$ cat src/sv/vcg_pkg.sv
// shared types, widths, register indexes and reset values of the velocity command guard
package vcg_pkg;

	localparam int SPEED_BITS = 16;
	localparam int CFG_BITS = 15;
	localparam int AGE_BITS = 8;
	localparam int TIMEOUT_BITS = 8;
	localparam int CFG_INDEX_BITS = 3;
	// compare width: room for the 15-bit limits, their negation and one difference
	localparam int CALC_BITS = ((SPEED_BITS > CFG_BITS + 1) ? SPEED_BITS : CFG_BITS + 1) + 2;

	localparam logic OP_COMMAND = 1'b0;
	localparam logic OP_TICK = 1'b1;

	localparam logic [CFG_INDEX_BITS-1:0] REG_MAX_LINEAR = 3'd0;
	localparam logic [CFG_INDEX_BITS-1:0] REG_MAX_ANGULAR = 3'd1;
	localparam logic [CFG_INDEX_BITS-1:0] REG_STEP_LINEAR = 3'd2;
	localparam logic [CFG_INDEX_BITS-1:0] REG_STEP_ANGULAR = 3'd3;
	localparam logic [CFG_INDEX_BITS-1:0] REG_DEADBAND_LINEAR = 3'd4;
	localparam logic [CFG_INDEX_BITS-1:0] REG_DEADBAND_ANGULAR = 3'd5;
	localparam logic [CFG_INDEX_BITS-1:0] REG_TIMEOUT_TICKS = 3'd6;

	localparam logic [CFG_BITS-1:0] RST_MAX_LINEAR = 15'd2048;
	localparam logic [CFG_BITS-1:0] RST_MAX_ANGULAR = 15'd4096;
	localparam logic [CFG_BITS-1:0] RST_STEP_LINEAR = 15'd82;
	localparam logic [CFG_BITS-1:0] RST_STEP_ANGULAR = 15'd410;
	localparam logic [CFG_BITS-1:0] RST_DEADBAND_LINEAR = 15'd82;
	localparam logic [CFG_BITS-1:0] RST_DEADBAND_ANGULAR = 15'd205;
	localparam logic [TIMEOUT_BITS-1:0] RST_TIMEOUT_TICKS = 8'd6;

	typedef struct packed {
		logic operation;
		logic signed [SPEED_BITS-1:0] linear_cmd;
		logic signed [SPEED_BITS-1:0] angular_cmd;
	} in_beat_t;

	typedef struct packed {
		logic signed [SPEED_BITS-1:0] linear_out;
		logic signed [SPEED_BITS-1:0] angular_out;
		logic timed_out;
	} out_beat_t;

endpackage

$ cat src/sv/velocity_command_guard.sv
// velocity command guard: timeout, magnitude clamp, slew limit and deadband on two channels
// a tick beat's result is registered in the output register, or in the skid while the output beat is held
// throughput: one beat per cycle while the skid is empty, commands and ticks alike; one
//   compare-and-select pass between the state registers and the result register sets that figure
// a two-entry result buffer (output register plus skid) keeps input open while a result waits
// reset: arst_n low clears the state, loads the register defaults and empties the buffer
module velocity_command_guard (
	input  logic                                  clk,
	input  logic                                  arst_n,
	input  logic                                  cfg_wen,
	input  logic [vcg_pkg::CFG_INDEX_BITS-1:0]    cfg_index,
	input  logic [vcg_pkg::CFG_BITS-1:0]          cfg_data,
	input  logic                                  in_valid,
	output logic                                  in_stall,
	input  vcg_pkg::in_beat_t                     in_beat,
	output logic                                  out_valid,
	input  logic                                  out_stall,
	output vcg_pkg::out_beat_t                    out_beat
);

	localparam int SB = vcg_pkg::SPEED_BITS;
	localparam int CB = vcg_pkg::CALC_BITS;
	localparam int FB = vcg_pkg::CFG_BITS;

	// widen a speed value, sign extended, to the compare width
	function automatic logic signed [CB-1:0] wide_speed(input logic [SB-1:0] v);
		wide_speed = $signed({{(CB-SB){v[SB-1]}}, v});
	endfunction

	// widen an unsigned limit register to the compare width
	function automatic logic signed [CB-1:0] wide_cfg(input logic [FB-1:0] v);
		wide_cfg = $signed({{(CB-FB){1'b0}}, v});
	endfunction

	// clamp to plus or minus the limit
	function automatic logic signed [CB-1:0] clamp_mag(
		input logic signed [CB-1:0] v,
		input logic signed [CB-1:0] lim
	);
		logic signed [CB-1:0] res;
		res = v;
		if (v > lim) begin
			res = lim;
		end else if (v < -lim) begin
			res = -lim;
		end
		clamp_mag = res;
	endfunction

	// step toward the target by at most one step, then zero small magnitudes
	function automatic logic signed [CB-1:0] slew_db(
		input logic signed [CB-1:0] tgt,
		input logic signed [CB-1:0] last,
		input logic signed [CB-1:0] step,
		input logic signed [CB-1:0] db
	);
		logic signed [CB-1:0] diff;
		logic signed [CB-1:0] res;
		logic signed [CB-1:0] mag;
		diff = tgt - last;
		res = tgt;
		if (diff > step) begin
			res = last + step;
		end else if (diff < -step) begin
			res = last - step;
		end
		mag = (res < 0) ? -res : res;
		if (mag < db) begin
			res = '0;
		end
		slew_db = res;
	endfunction

	// configuration registers
	logic [FB-1:0] max_lin_q, max_ang_q, step_lin_q, step_ang_q, db_lin_q, db_ang_q;
	logic [vcg_pkg::TIMEOUT_BITS-1:0] timeout_q;

	// guard state
	logic signed [SB-1:0] target_lin_q, target_ang_q;
	logic signed [SB-1:0] last_lin_q, last_ang_q;
	logic have_cmd_q;
	logic first_q;
	logic [vcg_pkg::AGE_BITS-1:0] age_q;

	// result buffer
	logic out_valid_q;
	vcg_pkg::out_beat_t out_beat_q;
	logic skid_valid_q;
	vcg_pkg::out_beat_t skid_beat_q;

	logic in_acc;
	logic is_cmd;
	logic is_tick;
	logic [vcg_pkg::AGE_BITS-1:0] age_next;
	logic tick_timeout;
	logic res_valid;
	vcg_pkg::out_beat_t res_beat;
	logic signed [CB-1:0] clamp_lin, clamp_ang;
	logic signed [CB-1:0] guard_lin, guard_ang;
	logic out_free;

	// a new beat is taken whenever the skid stage is empty
	assign in_stall = skid_valid_q;
	assign in_acc = in_valid && !skid_valid_q;
	assign is_cmd = in_acc && (in_beat.operation == vcg_pkg::OP_COMMAND);
	assign is_tick = in_acc && (in_beat.operation == vcg_pkg::OP_TICK) && have_cmd_q;

	// age saturates at its all-ones value, then is compared against the timeout
	assign age_next = (age_q != '1) ? age_q + 1'b1 : age_q;
	assign tick_timeout = age_next > timeout_q;

	always_comb begin
		clamp_lin = clamp_mag(wide_speed(target_lin_q), wide_cfg(max_lin_q));
		clamp_ang = clamp_mag(wide_speed(target_ang_q), wide_cfg(max_ang_q));
		if (first_q) begin
			// first output passes the clamped target straight through
			guard_lin = clamp_lin;
			guard_ang = clamp_ang;
		end else begin
			guard_lin = slew_db(clamp_lin, wide_speed(last_lin_q), wide_cfg(step_lin_q),
				wide_cfg(db_lin_q));
			guard_ang = slew_db(clamp_ang, wide_speed(last_ang_q), wide_cfg(step_ang_q),
				wide_cfg(db_ang_q));
		end
	end

	always_comb begin
		res_valid = is_tick;
		if (tick_timeout) begin
			res_beat.linear_out = '0;
			res_beat.angular_out = '0;
			res_beat.timed_out = 1'b1;
		end else begin
			res_beat.linear_out = guard_lin[SB-1:0];
			res_beat.angular_out = guard_ang[SB-1:0];
			res_beat.timed_out = 1'b0;
		end
	end

	// configuration writes; unknown indexes are dropped
	always_ff @(posedge clk or negedge arst_n) begin
		if (!arst_n) begin
			max_lin_q <= vcg_pkg::RST_MAX_LINEAR;
			max_ang_q <= vcg_pkg::RST_MAX_ANGULAR;
			step_lin_q <= vcg_pkg::RST_STEP_LINEAR;
			step_ang_q <= vcg_pkg::RST_STEP_ANGULAR;
			db_lin_q <= vcg_pkg::RST_DEADBAND_LINEAR;
			db_ang_q <= vcg_pkg::RST_DEADBAND_ANGULAR;
			timeout_q <= vcg_pkg::RST_TIMEOUT_TICKS;
		end else if (cfg_wen) begin
			unique case (cfg_index)
				vcg_pkg::REG_MAX_LINEAR: max_lin_q <= cfg_data;
				vcg_pkg::REG_MAX_ANGULAR: max_ang_q <= cfg_data;
				vcg_pkg::REG_STEP_LINEAR: step_lin_q <= cfg_data;
				vcg_pkg::REG_STEP_ANGULAR: step_ang_q <= cfg_data;
				vcg_pkg::REG_DEADBAND_LINEAR: db_lin_q <= cfg_data;
				vcg_pkg::REG_DEADBAND_ANGULAR: db_ang_q <= cfg_data;
				vcg_pkg::REG_TIMEOUT_TICKS: timeout_q <= cfg_data[vcg_pkg::TIMEOUT_BITS-1:0];
				default: ;
			endcase
		end
	end

	// guard state update
	always_ff @(posedge clk or negedge arst_n) begin
		if (!arst_n) begin
			target_lin_q <= '0;
			target_ang_q <= '0;
			last_lin_q <= '0;
			last_ang_q <= '0;
			have_cmd_q <= 1'b0;
			first_q <= 1'b1;
			age_q <= '0;
		end else if (is_cmd) begin
			target_lin_q <= in_beat.linear_cmd;
			target_ang_q <= in_beat.angular_cmd;
			have_cmd_q <= 1'b1;
			age_q <= '0;
		end else if (is_tick) begin
			age_q <= age_next;
			// a timed-out tick leaves the last values and the first flag alone
			if (!tick_timeout) begin
				last_lin_q <= guard_lin[SB-1:0];
				last_ang_q <= guard_ang[SB-1:0];
				first_q <= 1'b0;
			end
		end
	end

	// output register with skid: the skid only fills while the output beat is held
	assign out_free = !out_valid_q || !out_stall;

	always_ff @(posedge clk or negedge arst_n) begin
		if (!arst_n) begin
			out_valid_q <= 1'b0;
			skid_valid_q <= 1'b0;
		end else if (out_free) begin
			out_valid_q <= skid_valid_q || res_valid;
			skid_valid_q <= 1'b0;
		end else if (res_valid) begin
			skid_valid_q <= 1'b1;
		end
	end

	always_ff @(posedge clk) begin
		if (out_free) begin
			out_beat_q <= skid_valid_q ? skid_beat_q : res_beat;
		end else if (res_valid) begin
			skid_beat_q <= res_beat;
		end
	end

	assign out_valid = out_valid_q;
	assign out_beat = out_beat_q;

endmodule

$ cat config.mk
export PLATFORM = sky130hd
export DESIGN_NAME = velocity_command_guard
export DESIGN_NICKNAME = d
export VERILOG_FILES = /design/src/sv/vcg_pkg.sv /design/src/sv/velocity_command_guard.sv
export SDC_FILE = /design/constraint.sdc
export NUM_CORES = 1
export LEC_CHECK = 0
export BUFFER_PORTS_ARGS = -buffer_cell sky130_fd_sc_hd__buf_2
export CAP_MARGIN = 25
export CORE_ASPECT_RATIO = 1.75
export CORE_MARGIN = 1.5
export CORE_UTILIZATION = 56
export CTS_BUF_LIST = sky130_fd_sc_hd__clkbuf_8
export DETAILED_ROUTE_END_ITERATION = 10
export GPL_TIMING_DRIVEN = 0
export PLACE_DENSITY = 0.72
export SLEW_MARGIN = 20
export SYNTH_ARGS = -nofsm -noshare
export SYNTH_HDL_FRONTEND = slang
export SYNTH_SLANG_ARGS = --single-unit
$ cat constraint.sdc
create_clock -name clk -period 15 [get_ports clk]
set_input_delay 0.75 -clock clk [delete_from_list [all_inputs] [get_ports clk]]
set_output_delay 0.75 -clock clk [all_outputs]
set_load 0.01 [all_outputs]
After elaboration in Yosys (flattened, before gate mapping). Index checks and enable logic that the tools add are counted.

Bitwise gates (word level): 4. Reductions and logical operators: 21. Eq/ne operators: 7. Mux-type cells: 23. Order comparisons: 13. $add $sub $neg: 13.

Operators by type and width (number): $mux W18 (12); $neg A15 Y18 (4); $mux W33 (2); $mux W16 (4); $gt A18 B16 Y1 (2); $lt A16 B18 Y1 (2); $lt A18 B1 Y1 const B (2); $lt A18 B16 Y1 (2); $lt A18 B18 Y1 (2); $neg A18 Y18 (2); $sub A18 B16 Y18 (2); $add A16 B16 Y17 (2); $sub A16 B16 Y17 (2); $gt A16 B16 Y1 (2); $mux W8 (3); $reduce_and A2 Y1 (8); $eq A3 B3 Y1 const B (3); $add A8 B1 Y8 const B (1); $gt A8 B8 Y1 (1); $ne A8 B8 Y1 const B (1); $eq A3 B2 Y1 const B (2); $logic_and A1 B1 Y1 (4); $not A1 Y1 (4); $reduce_bool A2 Y1 (2); other kinds (6) (10).

Output and inout port bits: 35. Bits in registers: 240. Input bits: 56.

Longest topological paths before layout.
Depth after elaboration: 16. Depth in mapped cells: 63. Mapped depth without buffers: 56.

Worst setup path after synthesis. No wires, ideal clock.

Path kind: register to register. Start point: register max_ang_q[0]. End point: register out_beat_q (netlist bit out_beat[10]) (data pin). Path slack: 3.514 ns. Cell stages (with the launch flop): 52. Arrival time: 11.220 ns. Path buffers: 6. Setup time: 0.266 ns. Required time: 14.734 ns. Cell sequence: dfrtp_1 inv_1 ha_1 and3_1 clkbuf_1 nand4_1 or3_1 or3_1 nor3_1 xnor2_1 ha_1 o21a_1 o21ai_0 a21oi_1 or4b_1 o21ai_1 clkbuf_1 a21oi_1 [16 not listed] buf_2 clkbuf_1 o221ai_1 o211ai_1 nand4b_1 nor4_2 a41oi_1 xor2_1 ha_1 a21o_1 a21oi_1 nor2b_1 o21ai_0 nand2_1 a31oi_1 nor3b_2 buf_2 o31ai_1.

Longest elaborated chain between the ends: 16. Elaborated cells between the ends (all ways): 19. Those cells by class: 3 x add/sub; 6 x order compare; 10 x mux.

Ends and longest elaborated chain: from (decl) (line velocity_command_guard.sv:75) `logic [FB-1:0] max_lin_q, max_ang_q, step_lin_q, step_ang_q, db_lin_q, db_ang_q;`; from (signal assigned) (line velocity_command_guard.sv:144) `max_ang_q <= vcg_pkg::RST_MAX_ANGULAR;`; from (signal assigned) (line velocity_command_guard.sv:153) `vcg_pkg::REG_MAX_ANGULAR: max_ang_q <= cfg_data;`; $neg A15 Y18 (line velocity_command_guard.sv:44, velocity_command_guard.sv:45); $lt A16 B18 Y1 (line velocity_command_guard.sv:44) `end else if (v < -lim) begin`; $mux W18 (line velocity_command_guard.sv:44); $mux W18 (*) (line velocity_command_guard.sv:42) `if (v > lim) begin`; $sub A18 B16 Y18 (line velocity_command_guard.sv:60) `diff = tgt - last;`; $lt A18 B18 Y1 (line velocity_command_guard.sv:64) `end else if (diff < -step) begin`; $mux W18 (line velocity_command_guard.sv:64); $mux W18 (line velocity_command_guard.sv:62) `if (diff > step) begin`; $mux W18 (line velocity_command_guard.sv:115) `if (first_q) begin`; $neg A18 Y18 or $lt A18 B1 Y1 (tied branches) (line velocity_command_guard.sv:67) `mag = (res < 0) ? -res : res;`; $mux W18 (line velocity_command_guard.sv:67); $lt A18 B16 Y1 (line velocity_command_guard.sv:68) `if (mag < db) begin`; $mux W16 (line velocity_command_guard.sv:68); $mux W16 (*) (line velocity_command_guard.sv:115); $mux W33 (*) (line velocity_command_guard.sv:129) `if (tick_timeout) begin`; $mux W33 (*) (line velocity_command_guard.sv:207) `out_beat_q <= skid_valid_q ? skid_beat_q : res_beat;`; to (signal assigned) (line velocity_command_guard.sv:207); to (decl) (line velocity_command_guard.sv:87) `vcg_pkg::out_beat_t out_beat_q;`.

Mark *: on every way between the ends. The rest lies on a longest branch, timed or not. The select of a mux whose other input is x is not followed. A chain may end at the register's enable or synchronous reset.

==> implementation parameters <==
Parameter                              Value

Status
  Result of the run    completed

Cells and area
  Fill cell count    3337
  Storage element area    6360 um^2
  Layout cells sized above 1    12.7%
  Multi-input logic area    about 14000 um^2
  Layout overhead on the synthesized area    9.69%
  Final core occ    between 60% and 70%
  Number of nets in the layout    2922

Synth
  Synthesized instance count    2472
  Dominant register cell in the synthesized netlist    dfrtp_1
  Syn_nets    2789
  Most common cell in the synthesized netlist    ha_1
  Number of enable-type register cells in the synthesized netlist    66
  #FFs+latches synth    240
  Count of warnings emitted by yosys    0
  Syn avg cell area    8.67 um^2
  Leading cell types by total area after synthesis    dfrtp_1 (18%), ha_1 (15%), edfxtp_1 (9.2%)
  Netlist area before placement    about 21000 um^2
  Most numerous cell types in the synthesized netlist    ha_1 (255), nand2_1 (236), inv_1 (200), o21ai_0 (184), dfrtp_1 (153)
  Fraction of synthesis flops using an asynchronous set or reset pin    72.5%
  Proportion of netlist area held by the largest area contributor    between 10% and 20%
  Biggest area consumer among synthesized cells    dfrtp_1
  Number of different library cells in the post-synthesis netlist    91
  Portion of the post-synthesis area used by sequential elements    between 20% and 30%

Timing
  Worst relative slew slack    27.0%
  Final clock skew    33.8 ps
  Final setup violation count    0
  Worst Max-Slew Pin Slew    1080 ps
  Final Critical Period    14350 ps
  Final Max Tran Viols    0
  Fmax achieved    between 60 and 70 MHz
  Portion of the clock cycle consumed by the worst path in the final layout    a little over nine tenths
  Final hold violation count    0

Drt
  Top Layer Used    met4
  Via count    19900
  Routed length on met2    ~35000 um
  Vias/cell    6.37
  Per-cell routed wire length    22.8 um
  Drt drc    0
  Met1 wire length    24200 um
  Starting DRT DRC Count    around 1400
  Antenna-violating nets left    0
  Total iterations of the first detailed-routing run    6
  Detailed Route WL    71200 um
  Routed wl met3    ~3300 um

Setup path
  Setup crit start kind    flip-flop
  Critical path required time    15290 ps
  Kind of critical path    flip-flop to flip-flop
  Source of the worst register-to-register timing path    max_ang_q[1]$_DFFE_PN0P_
  Sort of element at the end of the critical path    flip-flop
  Register-to-Register Path Depth    51
  Internal reg-to-reg setup slack    650 ps
  Largest incremental delay on the critical path    roughly 540 ps
  Endpoint of the most critical register-to-register path    skid_beat_q[11]$_DFFE_PP_
  Worst EP arrival    14640 ps
  Max FO, Critical Path    10
  Slowest-stage cell, CP    or4b_1

GRT
  Number of antenna violations at the first check in global routing    5
  Gr ovfl total    0
  Gr usage total    36.0%
  Via count of the first global-routing pass    20000
  Global-route wire length before repair    108000 um
  Largest net degree at the start of global routing    approximately 90

Flow run
  Maxcap violations    0

Die
  Core region area    37600 um^2
  Die Y    262 um
  Width of the chip    151 um
  Number of top-level pins    91
  Core Rows    between 90 and 100
  Starting density of the core    between 50% and 60%
  Floorplan die area    39500 um^2

Placed design
  Final weighted congestion of routability-driven global placement    around 1.0
  Port bufs    88
  Estimated wirelength of the detail-placed design    56500 um

Clock tree
  # H-tree levels    2
  Clock buffer depth    3
  Clk Latency, worst-skew pair    590 ps
  CTS Hold Bufs    0
  Master cell of the clock root buffer    clkbuf_8
  Clock slew at reported path FFs    about 70 ps
  Inserted Clock Buffers    38
  TritonCTS clock tree    done
  Post-CTS setup buffers    0
  Number of clock sinks seen by CTS    240

Hold path
  Worst hold path class    primary input to async pin
-- layout by cell type, fill, tap and decap left out, types with 23 or more instances in the layout --
cell | synthesis | layout
nor3_1 | 79 | 77
buf_2 | 14 | 102
o31ai_1 | 77 | 76
mux2_2 | 85 | 85
dfrtp_1 | 153 | 153
nand4_1 | 29 | 29
nand2_1 | 236 | 235
o21ai_0 | 184 | 183
a21o_1 | 39 | 39
nor2_1 | 144 | 143
a21oi_1 | 142 | 142
edfxtp_1 | 66 | 66
mux2i_1 | 28 | 27
inv_1 | 200 | 208
clkbuf_8 | 0 | 43
o211ai_1 | 24 | 24
xnor2_1 | 91 | 91
nand3_1 | 71 | 71
xor2_1 | 31 | 31
clkbuf_1 | 75 | 75
o21a_1 | 26 | 26
a22oi_1 | 24 | 23
ha_1 | 255 | 255
nor2b_1 | 32 | 32
-- flip-flops by register name (all words and copies together), names as in the netlist --
signal	flops
last_ang_q	16
db_ang_q	15
out_valid	1
out_beat	33
db_lin_q	15
in_stall	1
timeout_q	8
first_q	1
last_lin_q	16
step_ang_q	15
step_lin_q	15
age_q	8
skid_beat_q	33
have_cmd_q	1
max_lin_q	15
target_ang_q	16
target_lin_q	16
max_ang_q	15
-- worst max path at each step --
stage | startpoint | end | slack [ps] | depth (start not counted)
final | max_ang_q[1]$_DFFE_PN0P_ | skid_beat_q[11]$_DFFE_PP_ | 650 | 51
after global routing | max_lin_q[1]$_DFFE_PN0P_ | out_beat[21]$_DFFE_PN_ | -40 | 61
after CTS | max_ang_q[1]$_DFFE_PN0P_ | skid_beat_q[11]$_DFFE_PP_ | 80 | 51
after detailed placement | max_ang_q[1]$_DFFE_PN0P_ | skid_beat_q[11]$_DFFE_PP_ | 180 | 51
after global placement | max_lin_q[1]$_DFFE_PN0P_ | out_beat[21]$_DFFE_PN_ | 340 | 59
after floorplan | max_ang_q[0]$_DFFE_PN0P_ | out_beat[10]$_DFFE_PN_ | 3510 | 51
-- critical path: cells and delay by family, from the launching register on --
kind                       cells  cell delay [ps]
buffers and inverters          8             2270
and+or+nand+nor               14             3820
adders and majority gates      5             1560
AOI/OAI and AO/OA             21             5250
DFF                            1              410
xor gates and xnor gates       3              680
-- layout make-up --
type,count,share of cell area [%]
Timing Repair Buffer,93,2.24
Clock inverter,27,1.03
Inverter,201,3.21
Clock buffer,43,2.52
Antenna cell,5,0.0532
Tap cell,480,2.56
Multi-Input combinational cell,1933,59.6
Sequential cell,240,27.1
Buffer,98,1.74
-- cell families (layout without fill, tap and decap cells) --
group,Yosys count,after routing,share of synthesized area (%)
and+or+nand+nor,730,730,16.7
AOI/OAI and AO/OA,704,704,21.8
buffers and inverters,299,462,5.42
adders and majority gates,261,261,15.4
DFF,240,240,29.7
xor gates and xnor gates,125,125,5.24
muxes,113,113,5.77
other,0,5,0
-- metrics by stage --
stage	instance area, um^2	cells	TNS, ps	setup slack, ps	hold WS (ps)
after floorplan	21400	2472	0	3510	454
after global placement	22500	3040	0	344	489
after detailed placement	22600	3045	0	175	493
after CTS	23400	3115	0	78.3	200
after global routing	23500	3120	-84.9	-41.0	255
final	23500	3120	0	646	196
-- metal layers --
layer / vias to the layer above / GRT usage [%]
li1: 9308 / -
met1: 9497 / 34.8
met2: 725 / 63.5
met3: 330 / 4.77
met4: 0 / 36.9
met5: - / 0
-- repair_timing --
item / 4_1_cts / 5_1_grt
resized for setup: 0 / 15
setup endpoints to repair: 0 / 96
hold endpoints to repair: 0 / 0
Power is not shown: default switching activity piles up to over one toggle a cycle in this logic, so the estimate is an artifact.
